File: config.mk
export PLATFORM = sky130hd
export DESIGN_NAME = ctf_cfg_regs
export DESIGN_NICKNAME = d
export VERILOG_FILES = /design/src/rtl/ctf_pkg.sv /design/src/rtl/ctf_cfg_regs.sv
export SDC_FILE = /design/constraint.sdc
export NUM_CORES = 1
export LEC_CHECK = 0
export BUFFER_PORTS_ARGS = -buffer_cell sky130_fd_sc_hd__buf_2
export CAP_MARGIN = 30
export CORE_ASPECT_RATIO = 1.25
export CORE_MARGIN = 2
export CORE_UTILIZATION = 51
export CTS_CLUSTER_SIZE = 30
export DETAILED_ROUTE_END_ITERATION = 12
export MAX_ROUTING_LAYER = met4
export PLACE_DENSITY_LB_ADDON = 0.15
export SYNTH_ARGS = -nofsm -noshare
export SYNTH_HDL_FRONTEND = slang
export SYNTH_SLANG_ARGS = --single-unit
File: constraint.sdc
create_clock -name aclk -period 1.5 [get_ports aclk]
set_input_delay 0.225 -clock aclk [delete_from_list [all_inputs] [get_ports aclk]]
set_output_delay 0.225 -clock aclk [all_outputs]
set_load 0.05 [all_outputs]
File: src/rtl/ctf_pkg.sv
// Shared constants, register codes, config struct and the CORDIC angle table
// for the complementary tilt filter. No dependencies.
package ctf_pkg;

    localparam int ANGLE_FRAC_BITS = 16;  // fraction bits of every angle (8..24)
    localparam int CORDIC_STEPS    = 16;  // CORDIC iterations (8..24)

    localparam int TBL_FRAC  = 24;
    localparam int RAW_W     = 16;
    localparam int DIFF_W    = 17;
    localparam int ANGLE_W   = 32;
    localparam int IDX_W     = 3;
    localparam int CNT_W     = 5;
    localparam int ALPHA_W   = 16;
    localparam int ALPHA_ONE = 32768;

    // square root of (sum of squares << 24)
    localparam int SQ_SHIFT  = 24;
    localparam int NSQ_W     = 57;
    localparam int Y_SHIFT   = 12;

    localparam int RND_SH    = (TBL_FRAC > ANGLE_FRAC_BITS) ? TBL_FRAC - ANGLE_FRAC_BITS : 0;
    localparam int RND_ADD   = (RND_SH > 0) ? (1 << (RND_SH - 1)) : 0;

    // gyro step: (|g| * dt << F + GYRO_HALF) / GYRO_DIV
    localparam int DIVD_W    = ANGLE_FRAC_BITS + 34;
    localparam int QUO_W     = ANGLE_FRAC_BITS + 7;
    localparam longint GYRO_DIV  = 131000000;
    localparam longint GYRO_HALF = 65500000;

    // quotient estimate: ((dividend >> GQ_SHIFT) * GYRO_RECIP) >> RECIP_SH,
    // low by at most one, then one compare against GYRO_DIV
    localparam int GQ_SHIFT  = ANGLE_FRAC_BITS - 1;
    localparam int RECIP_SH  = 60 - ANGLE_FRAC_BITS;
    localparam longint GYRO_RECIP = 64'd4400463758;  // floor(2^59 / GYRO_DIV)

    localparam int MUL_A_W   = 34;
    localparam int MUL_B_W   = 34;
    localparam int PROD_W    = MUL_A_W + MUL_B_W;

    localparam logic [IDX_W-1:0] REG_ACC_OFF_X = 3'd0;
    localparam logic [IDX_W-1:0] REG_ACC_OFF_Y = 3'd1;
    localparam logic [IDX_W-1:0] REG_ACC_OFF_Z = 3'd2;
    localparam logic [IDX_W-1:0] REG_GYR_OFF_X = 3'd3;
    localparam logic [IDX_W-1:0] REG_GYR_OFF_Y = 3'd4;
    localparam logic [IDX_W-1:0] REG_GYR_OFF_Z = 3'd5;
    localparam logic [IDX_W-1:0] REG_GYR_WEIGHT = 3'd6;

    typedef struct packed {
        logic signed [RAW_W-1:0] acc_off_x;
        logic signed [RAW_W-1:0] acc_off_y;
        logic signed [RAW_W-1:0] acc_off_z;
        logic signed [RAW_W-1:0] gyr_off_x;
        logic signed [RAW_W-1:0] gyr_off_y;
        logic signed [RAW_W-1:0] gyr_off_z;
        logic [ALPHA_W-1:0]      alpha;      // already clamped to 32768
    } ctf_cfg_t;

    // atan(2^-i) in degrees, 24 fraction bits
    function automatic logic signed [31:0] atan_deg(input logic [CNT_W-1:0] idx);
        logic signed [31:0] v;
        begin
            case (idx)
                5'd0:  v = 32'sd754974720;
                5'd1:  v = 32'sd445687602;
                5'd2:  v = 32'sd235489089;
                5'd3:  v = 32'sd119537938;
                5'd4:  v = 32'sd60000934;
                5'd5:  v = 32'sd30029717;
                5'd6:  v = 32'sd15018523;
                5'd7:  v = 32'sd7509720;
                5'd8:  v = 32'sd3754917;
                5'd9:  v = 32'sd1877466;
                5'd10: v = 32'sd938734;
                5'd11: v = 32'sd469367;
                5'd12: v = 32'sd234684;
                5'd13: v = 32'sd117342;
                5'd14: v = 32'sd58671;
                5'd15: v = 32'sd29335;
                5'd16: v = 32'sd14668;
                5'd17: v = 32'sd7334;
                5'd18: v = 32'sd3667;
                5'd19: v = 32'sd1833;
                5'd20: v = 32'sd917;
                5'd21: v = 32'sd458;
                5'd22: v = 32'sd229;
                5'd23: v = 32'sd115;
                default: v = 32'sd0;
            endcase
            return v;
        end
    endfunction

endpackage

File: src/rtl/ctf_cfg_regs.sv
// Configuration register file of the tilt filter: offsets and gyro weight.
// Depends on ctf_pkg.
module ctf_cfg_regs (
    input  logic                      aclk,
    input  logic                      aresetn,
    input  logic                      wr_en,
    input  logic [ctf_pkg::IDX_W-1:0] index,
    input  logic [ctf_pkg::RAW_W-1:0] wr_data,
    output ctf_pkg::ctf_cfg_t         cfg
);
    import ctf_pkg::*;

    ctf_cfg_t cfg_reg;
    logic [ALPHA_W-1:0] alpha_next;

    // clamp weight above one
    assign alpha_next = (wr_data > ALPHA_W'(ALPHA_ONE)) ? ALPHA_W'(ALPHA_ONE) : wr_data;

    always_ff @(posedge aclk) begin
        if (!aresetn) begin
            cfg_reg.acc_off_x <= 16'sd802;
            cfg_reg.acc_off_y <= -16'sd368;
            cfg_reg.acc_off_z <= -16'sd1195;
            cfg_reg.gyr_off_x <= -16'sd482;
            cfg_reg.gyr_off_y <= 16'sd252;
            cfg_reg.gyr_off_z <= -16'sd69;
            cfg_reg.alpha     <= 16'd31130;
        end else if (wr_en) begin
            case (index)
                REG_ACC_OFF_X:  cfg_reg.acc_off_x <= wr_data;
                REG_ACC_OFF_Y:  cfg_reg.acc_off_y <= wr_data;
                REG_ACC_OFF_Z:  cfg_reg.acc_off_z <= wr_data;
                REG_GYR_OFF_X:  cfg_reg.gyr_off_x <= wr_data;
                REG_GYR_OFF_Y:  cfg_reg.gyr_off_y <= wr_data;
                REG_GYR_OFF_Z:  cfg_reg.gyr_off_z <= wr_data;
                REG_GYR_WEIGHT: cfg_reg.alpha     <= alpha_next;
                default: ;
            endcase
        end
    end

    assign cfg = cfg_reg;

endmodule

==> results.txt, run 1 <==
R2R Setup Slk -> 0.79 ns
Pwr Density -> 1088 nW/um2
Vias per cell -> 5.403
Buffers on Ports -> 133
Number of CTS-inserted buffers -> 9
Register area share after synthesis -> 51.78%
Leak -> 2.453 nW
RSZ-0062 raised after global routing -> false
Residual DRC -> 0
Max FFs per register -> 112
Post-CTS Repair Setup Buffers -> 0
Dpl ws -> 0.06940 ns
Sink Count -> 112
Clock Tree Buf Depth -> 2
Worst endpoint data arrival time -> 1.04 ns
Final core utilization -> 64.62%
Met3 Track Usage GR -> 5.466%
Post-Syn Area -> 4330 um2
Overflow after GRT -> 0
CP Max Fanout -> 2
HPWL Detailed -> 8638 um
Final net count -> 659
Setup crit end kind -> primary output
Post-CTS Hold Fix Bufs -> 0
Setup_tns -> 0 ns
Slowest CP cell -> dfxtp_1
Routed WL per cell -> 16.77 um
Final hold vios -> 0
Layout area overhead -> 22.97%
Via Count -> 3993
Number of synthesized register bits -> 112
Max Clock Skew -> 0 ns
Cell area after layout -> 5325 um2
Final critical-path required period -> 1.269 ns
Largest net degree at the start of global routing -> 42
Filler instances -> 755
Max-slew violations -> 0
Status -> finished, final reports clean
WS Path Type -> reg2out
Reg2reg path depth -> 2
TritonCTS clock tree -> yes
Initial Utilization -> 52.55%
Critical Path Max Stage Delay -> 0.38 ns
Area after DPL -> 5129 um2
Synth warnings -> 0
Post-DRT Antenna Nets -> 0
R2R Path End -> cfg[56]
Setup crit start kind -> flip-flop
Max IR drop VDD -> 0.7225 mV
Iter 0 DRT Violations -> 184
Worst r2r src -> cfg[56]
Setup ws final -> 0.2315 ns
Hold Path End -> cfg[100]
Post-CTS Resized -> 0
Die outline height -> 107.0 um
Drt first pass iters -> 5
Worst skew pair latency -> 0.37 ns
Die Wd -> 86.42 um
GRT Total Usage -> 27.44%
Final setup viols -> 0
Core area -> 8240 um2
Antenna cell count -> 0
Fraction of layout cells with a size suffix above 1 -> 29.91%
Multi-input gate area -> 1804 um2
Gpl congestion -> 0.8098
Worst Tran Pin Value -> 0.5166 ns
Max Cap Viol -> 0
Die area -> 9249 um2
Met2 Use GR -> 43.57%
WL final -> 12400 um
Global-route wire length before repair -> 18730 um
Ranking of synthesized cells by area -> dfxtp_1 52%, nand2_1 18%, a21boi_1 6.6%
GRT Max-Usage Layer -> met2
Cell row count -> 37
Mapped Cells -> 512
Met1 usage -> 34.90%
Critical Path RT -> 1.27 ns
Fin crit share -> 84.57%
Worst Path Buf+Inv -> 1
Worst Hold Class -> in2reg
Origin of the worst min-delay path -> wr_data[4]
Yosys cell types -> 26
Critical path cell sequence -> buf_2
Vias in the first global route -> 3595
Ports -> 134
Mean Syn Cell Area -> 8.458 um2
Reg area -> 2242 um2
Clk root buf -> clkbuf_8
Top cell family by delay on the critical path -> flip-flops
Max Fclk -> 788.3 MHz
H-tree Lvls -> 3
Cell taking the most area after synthesis -> dfxtp_1
Worst-path clk slew -> 0.10 ns
Initial antenna violation count -> 0
Post-synth top area share -> 51.78%
Synthesized net count -> 534
Hold Path Depth -> 3
Relative slew slack -> 65.24%
[cells by family after synthesis]
family          after synthesis  share of synthesized area [%]
compound gates               65                          11.53
flops                       112                          51.78
simple gates                281                          30.14
buf+inv                      54                          6.559
[per-stage QoR]
step | hold WS (ns) | power (W) | cells
3_3_place_gp | 0.4363 | 0.004022 | 723
3_5_place_dp | 0.4426 | 0.004035 | 723
5_1_grt | 0.1164 | 0.005985 | 739
2_1_floorplan | 0.3599 | 0.003780 | 512
6_report | 0.1189 | 0.005792 | 739
4_1_cts | 0.1114 | 0.005813 | 739
[routing by layer]
layer / wire, um / up-vias
li1: - / 1934
met1: 5301 / 1892
met2: 5998 / 149
met3: 863 / 18
met4: 232 / 0
met5: 0 / -
[how the worst max path moves through the flow]
stage / from / to / slack, ns / depth (start not counted)
6_report: cfg[97] / cfg[97] / 0.23 / 1
5_1_grt: cfg[97] / cfg[97] / 0.21 / 1
4_1_cts: cfg[97] / cfg[97] / 0.22 / 1
3_5_place_dp: wr_data[10] / cfg[11] / 0.07 / 5
3_3_place_gp: wr_data[10] / cfg[11] / 0.06 / 5
2_1_floorplan: index[0] / cfg[101] / 0.23 / 5
[synth_stat cells (all sizes together)]
cell type / count
a21boi: 48
a32oi: 7
and3: 1
and4b: 3
and4bb: 3
buf: 31
clkbuf: 21
dfxtp: 112
inv: 2
nand2: 208
nand3: 47
nand3b: 6
nand4: 1
nand4b: 3
nand4bb: 3
nor4: 3
nor4b: 2
o211ai: 8
o311ai: 2
or4b: 1
[power by group]
part | switching, W | internal (W) | total (W)
clock | 0.000998 | 0.000824 | 0.00182
sequential | 0.0000489 | 0.00306 | 0.00311
combinational | 0.000620 | 0.000238 | 0.000858
total | 0.00167 | 0.00412 | 0.00579
[cells in the final DEF, fill, tap and decap left out, types with 3 or more instances in the layout]
| cell | count |
|---|---|
| nand2_1 | 204 |
| buf_2 | 132 |
| dfxtp_1 | 112 |
| nand3_1 | 47 |
| a21boi_1 | 38 |
| buf_4 | 31 |
| a21boi_0 | 10 |
| clkbuf_8 | 10 |
| o211ai_1 | 8 |
| a32oi_1 | 7 |
| nand3b_1 | 6 |
| nand2_2 | 4 |
| and4b_1 | 3 |
| and4bb_2 | 3 |
| nand4bb_1 | 3 |
| nor4_1 | 3 |
| buf_12 | 3 |
[cell type report]
class	count	area share [%]
multi-input cells	346	33.88
clock inverters	4	0.9633
flip-flops and latches	112	42.11
clock buffers	12	2.726
repair buffers	166	17.90
well taps	97	2.279
inverters	2	0.1410
No activity file was read; power rests on OpenSTA's default activity.
==> run 2: changes to the inputs <==
==> constraint.sdc (replaced) <==
create_clock -name aclk -period 1.2 [get_ports aclk]
set_input_delay 0.18 -clock aclk [delete_from_list [all_inputs] [get_ports aclk]]
set_output_delay 0.18 -clock aclk [all_outputs]
set_load 0.05 [all_outputs]
==> run 2 against run 1 <==
- total power up 24%
- setup slack got worse by 0.22 ns
- final cell count grew 0.95%
- sequential share of layout area shrank 2.1 points
- clock power increased by 20%
- clock skew unchanged
- clock-buffer cell count unchanged
- sequential power rose by 25%
- register-to-register slack got worse by 0.30 ns
- critical path type unchanged
==> results.txt, run 2 (synthesis results as in run 1) <==
Worst-path clk slew -> 0.11 ns
Pwr Total -> 0.007210 W
Max Cap Viol -> 0
Max-slew violations -> 0
Internal -> 0.005077 W
Layout area overhead -> 29.36%
Highest routed layer -> met4
Leak -> 2.559 nW
Die Wd -> 86.42 um
Vias per cell -> 5.390
Fin crit share -> 98.65%
TritonCTS clock tree -> yes
Antenna cell count -> 0
Dpl ws -> -0.2458 ns
Critical Path RT -> 1.02 ns
Stages on worst setup path -> 1
Reg area -> 2242 um2
Final net count -> 666
Critical path cell sequence -> buf_2
Filler instances -> 699
Hold Path Depth -> 3
Final core utilization -> 67.98%
Comb pwr share -> 15.7%
Top cell family by delay on the critical path -> flip-flops
Pwr Density -> 1287 nW/um2
Worst endpoint data arrival time -> 1.00 ns
Global-route wire length before repair -> 19370 um
DRT met1 WL -> 5215 um
Setup crit end kind -> primary output
Die area -> 9249 um2
Setup ws final -> 0.01625 ns
Die outline height -> 107.0 um
Status -> finished, final reports clean
Critical Path Max Stage Delay -> 0.36 ns
Cell row count -> 37
Via Count -> 4021
Max Fclk -> 844.8 MHz
Vias in the first global route -> 3567
Switching Share -> 29.58%
Clock Tree Buf Depth -> 2
Post-CTS Hold Fix Bufs -> 0
Final hold vios -> 0
Clk root buf -> clkbuf_8
Commonest cells after routing, fill and taps aside -> 204 x nand2_1, 112 x dfxtp_1, 87 x buf_2, 47 x nand3_1, 44 x buf_4
Post-DRT Antenna Nets -> 0
WS Path Type -> reg2out
Routed WL per cell -> 16.68 um
Worst Hold Class -> in2reg
Multi-input gate area -> 1808 um2
Max FFs per register -> 112
H-tree Lvls -> 3
Overflow after GRT -> 0
Residual DRC -> 0
Initial antenna violation count -> 0
Ports -> 134
Post-CTS Repair Setup Buffers -> 0
Buffers on Ports -> 133
Largest net degree at the start of global routing -> 36
Cell area after layout -> 5602 um2
Clock Power Share -> 30.3%
Setup_tns -> 0 ns
Final setup viols -> 0
Max Clock Skew -> 0 ns
Drt first pass iters -> 5
Setup crit start kind -> flip-flop
Commonest non-fill, non-tap cell in the layout -> nand2_1
Register share of total power -> 54.0%
Initial Utilization -> 52.55%
Reg2reg path depth -> 2
Number of CTS-inserted buffers -> 9
Fraction of layout cells with a size suffix above 1 -> 30.97%
Worst skew pair latency -> 0.36 ns
Routed wl met2 -> 6174 um
Slowest CP cell -> dfxtp_1
Post-CTS Resized -> 14
Worst Path Buf+Inv -> 1
Relative slew slack -> 58.66%
CP Max Fanout -> 2
HPWL Detailed -> 8712 um
Core area -> 8240 um2
Final critical-path required period -> 1.184 ns
Area after DPL -> 5298 um2
Max IR drop VDD -> 0.6376 mV
Worst Tran Pin Value -> 0.6144 ns
Gpl congestion -> 0.8253
WL final -> 12440 um
Switching Power -> 0.002132 W
Met3 WL -> 829 um
Sink Count -> 112
GRT Total Usage -> 28.09%
Iter 0 DRT Violations -> 197
-- run 2: layout make-up --
cell class / count / share of cell area (%)
tap: 97 / 2.167
inverter: 2 / 0.1340
multi-input combinational: 346 / 32.28
clock inverter: 4 / 0.6478
clock buffer: 12 / 2.770
sequential: 112 / 40.03
timing repair buffer: 173 / 21.98
-- run 2: per-layer routing --
layer	vias to the layer above	global-route usage, %
met5	-	-
met4	0	8.259
met3	15	4.388
met2	142	44.07
met1	1913	37.60
li1	1951	-
-- run 2: tightest hold or removal path: stages --
cell	delay, ns
buf_2	0.12
nand2_1	0.05
a21boi_1	0.05
-- run 2: final timing paths --
check,startpoint,to,slack [ns]
worst max register to register,cfg[22],cfg[22],0.49
worst min register to register,cfg[42],cfg[42],0.46
worst max-delay path,cfg[50],cfg[50],0.02
worst min-delay path,wr_data[4],cfg[100],0.08
-- run 2: per-stage QoR --
stage / instances / hold WS (ns)
5_1_grt: 746 / 0.09026
2_1_floorplan: 512 / 0.3149
3_5_place_dp: 730 / 0.4432
4_1_cts: 746 / 0.06172
6_report: 746 / 0.07928
3_3_place_gp: 730 / 0.4393
-- run 2: power groups by stage --
stage,sequential (W),clock [W],combinational (W)
2_1_floorplan,0.00436,0,0.000366
3_3_place_gp,0.00397,0,0.00109
3_5_place_dp,0.00398,0,0.00111
4_1_cts,0.00389,0.00222,0.00112
5_1_grt,0.00390,0.00234,0.00121
6_report,0.00389,0.00218,0.00114
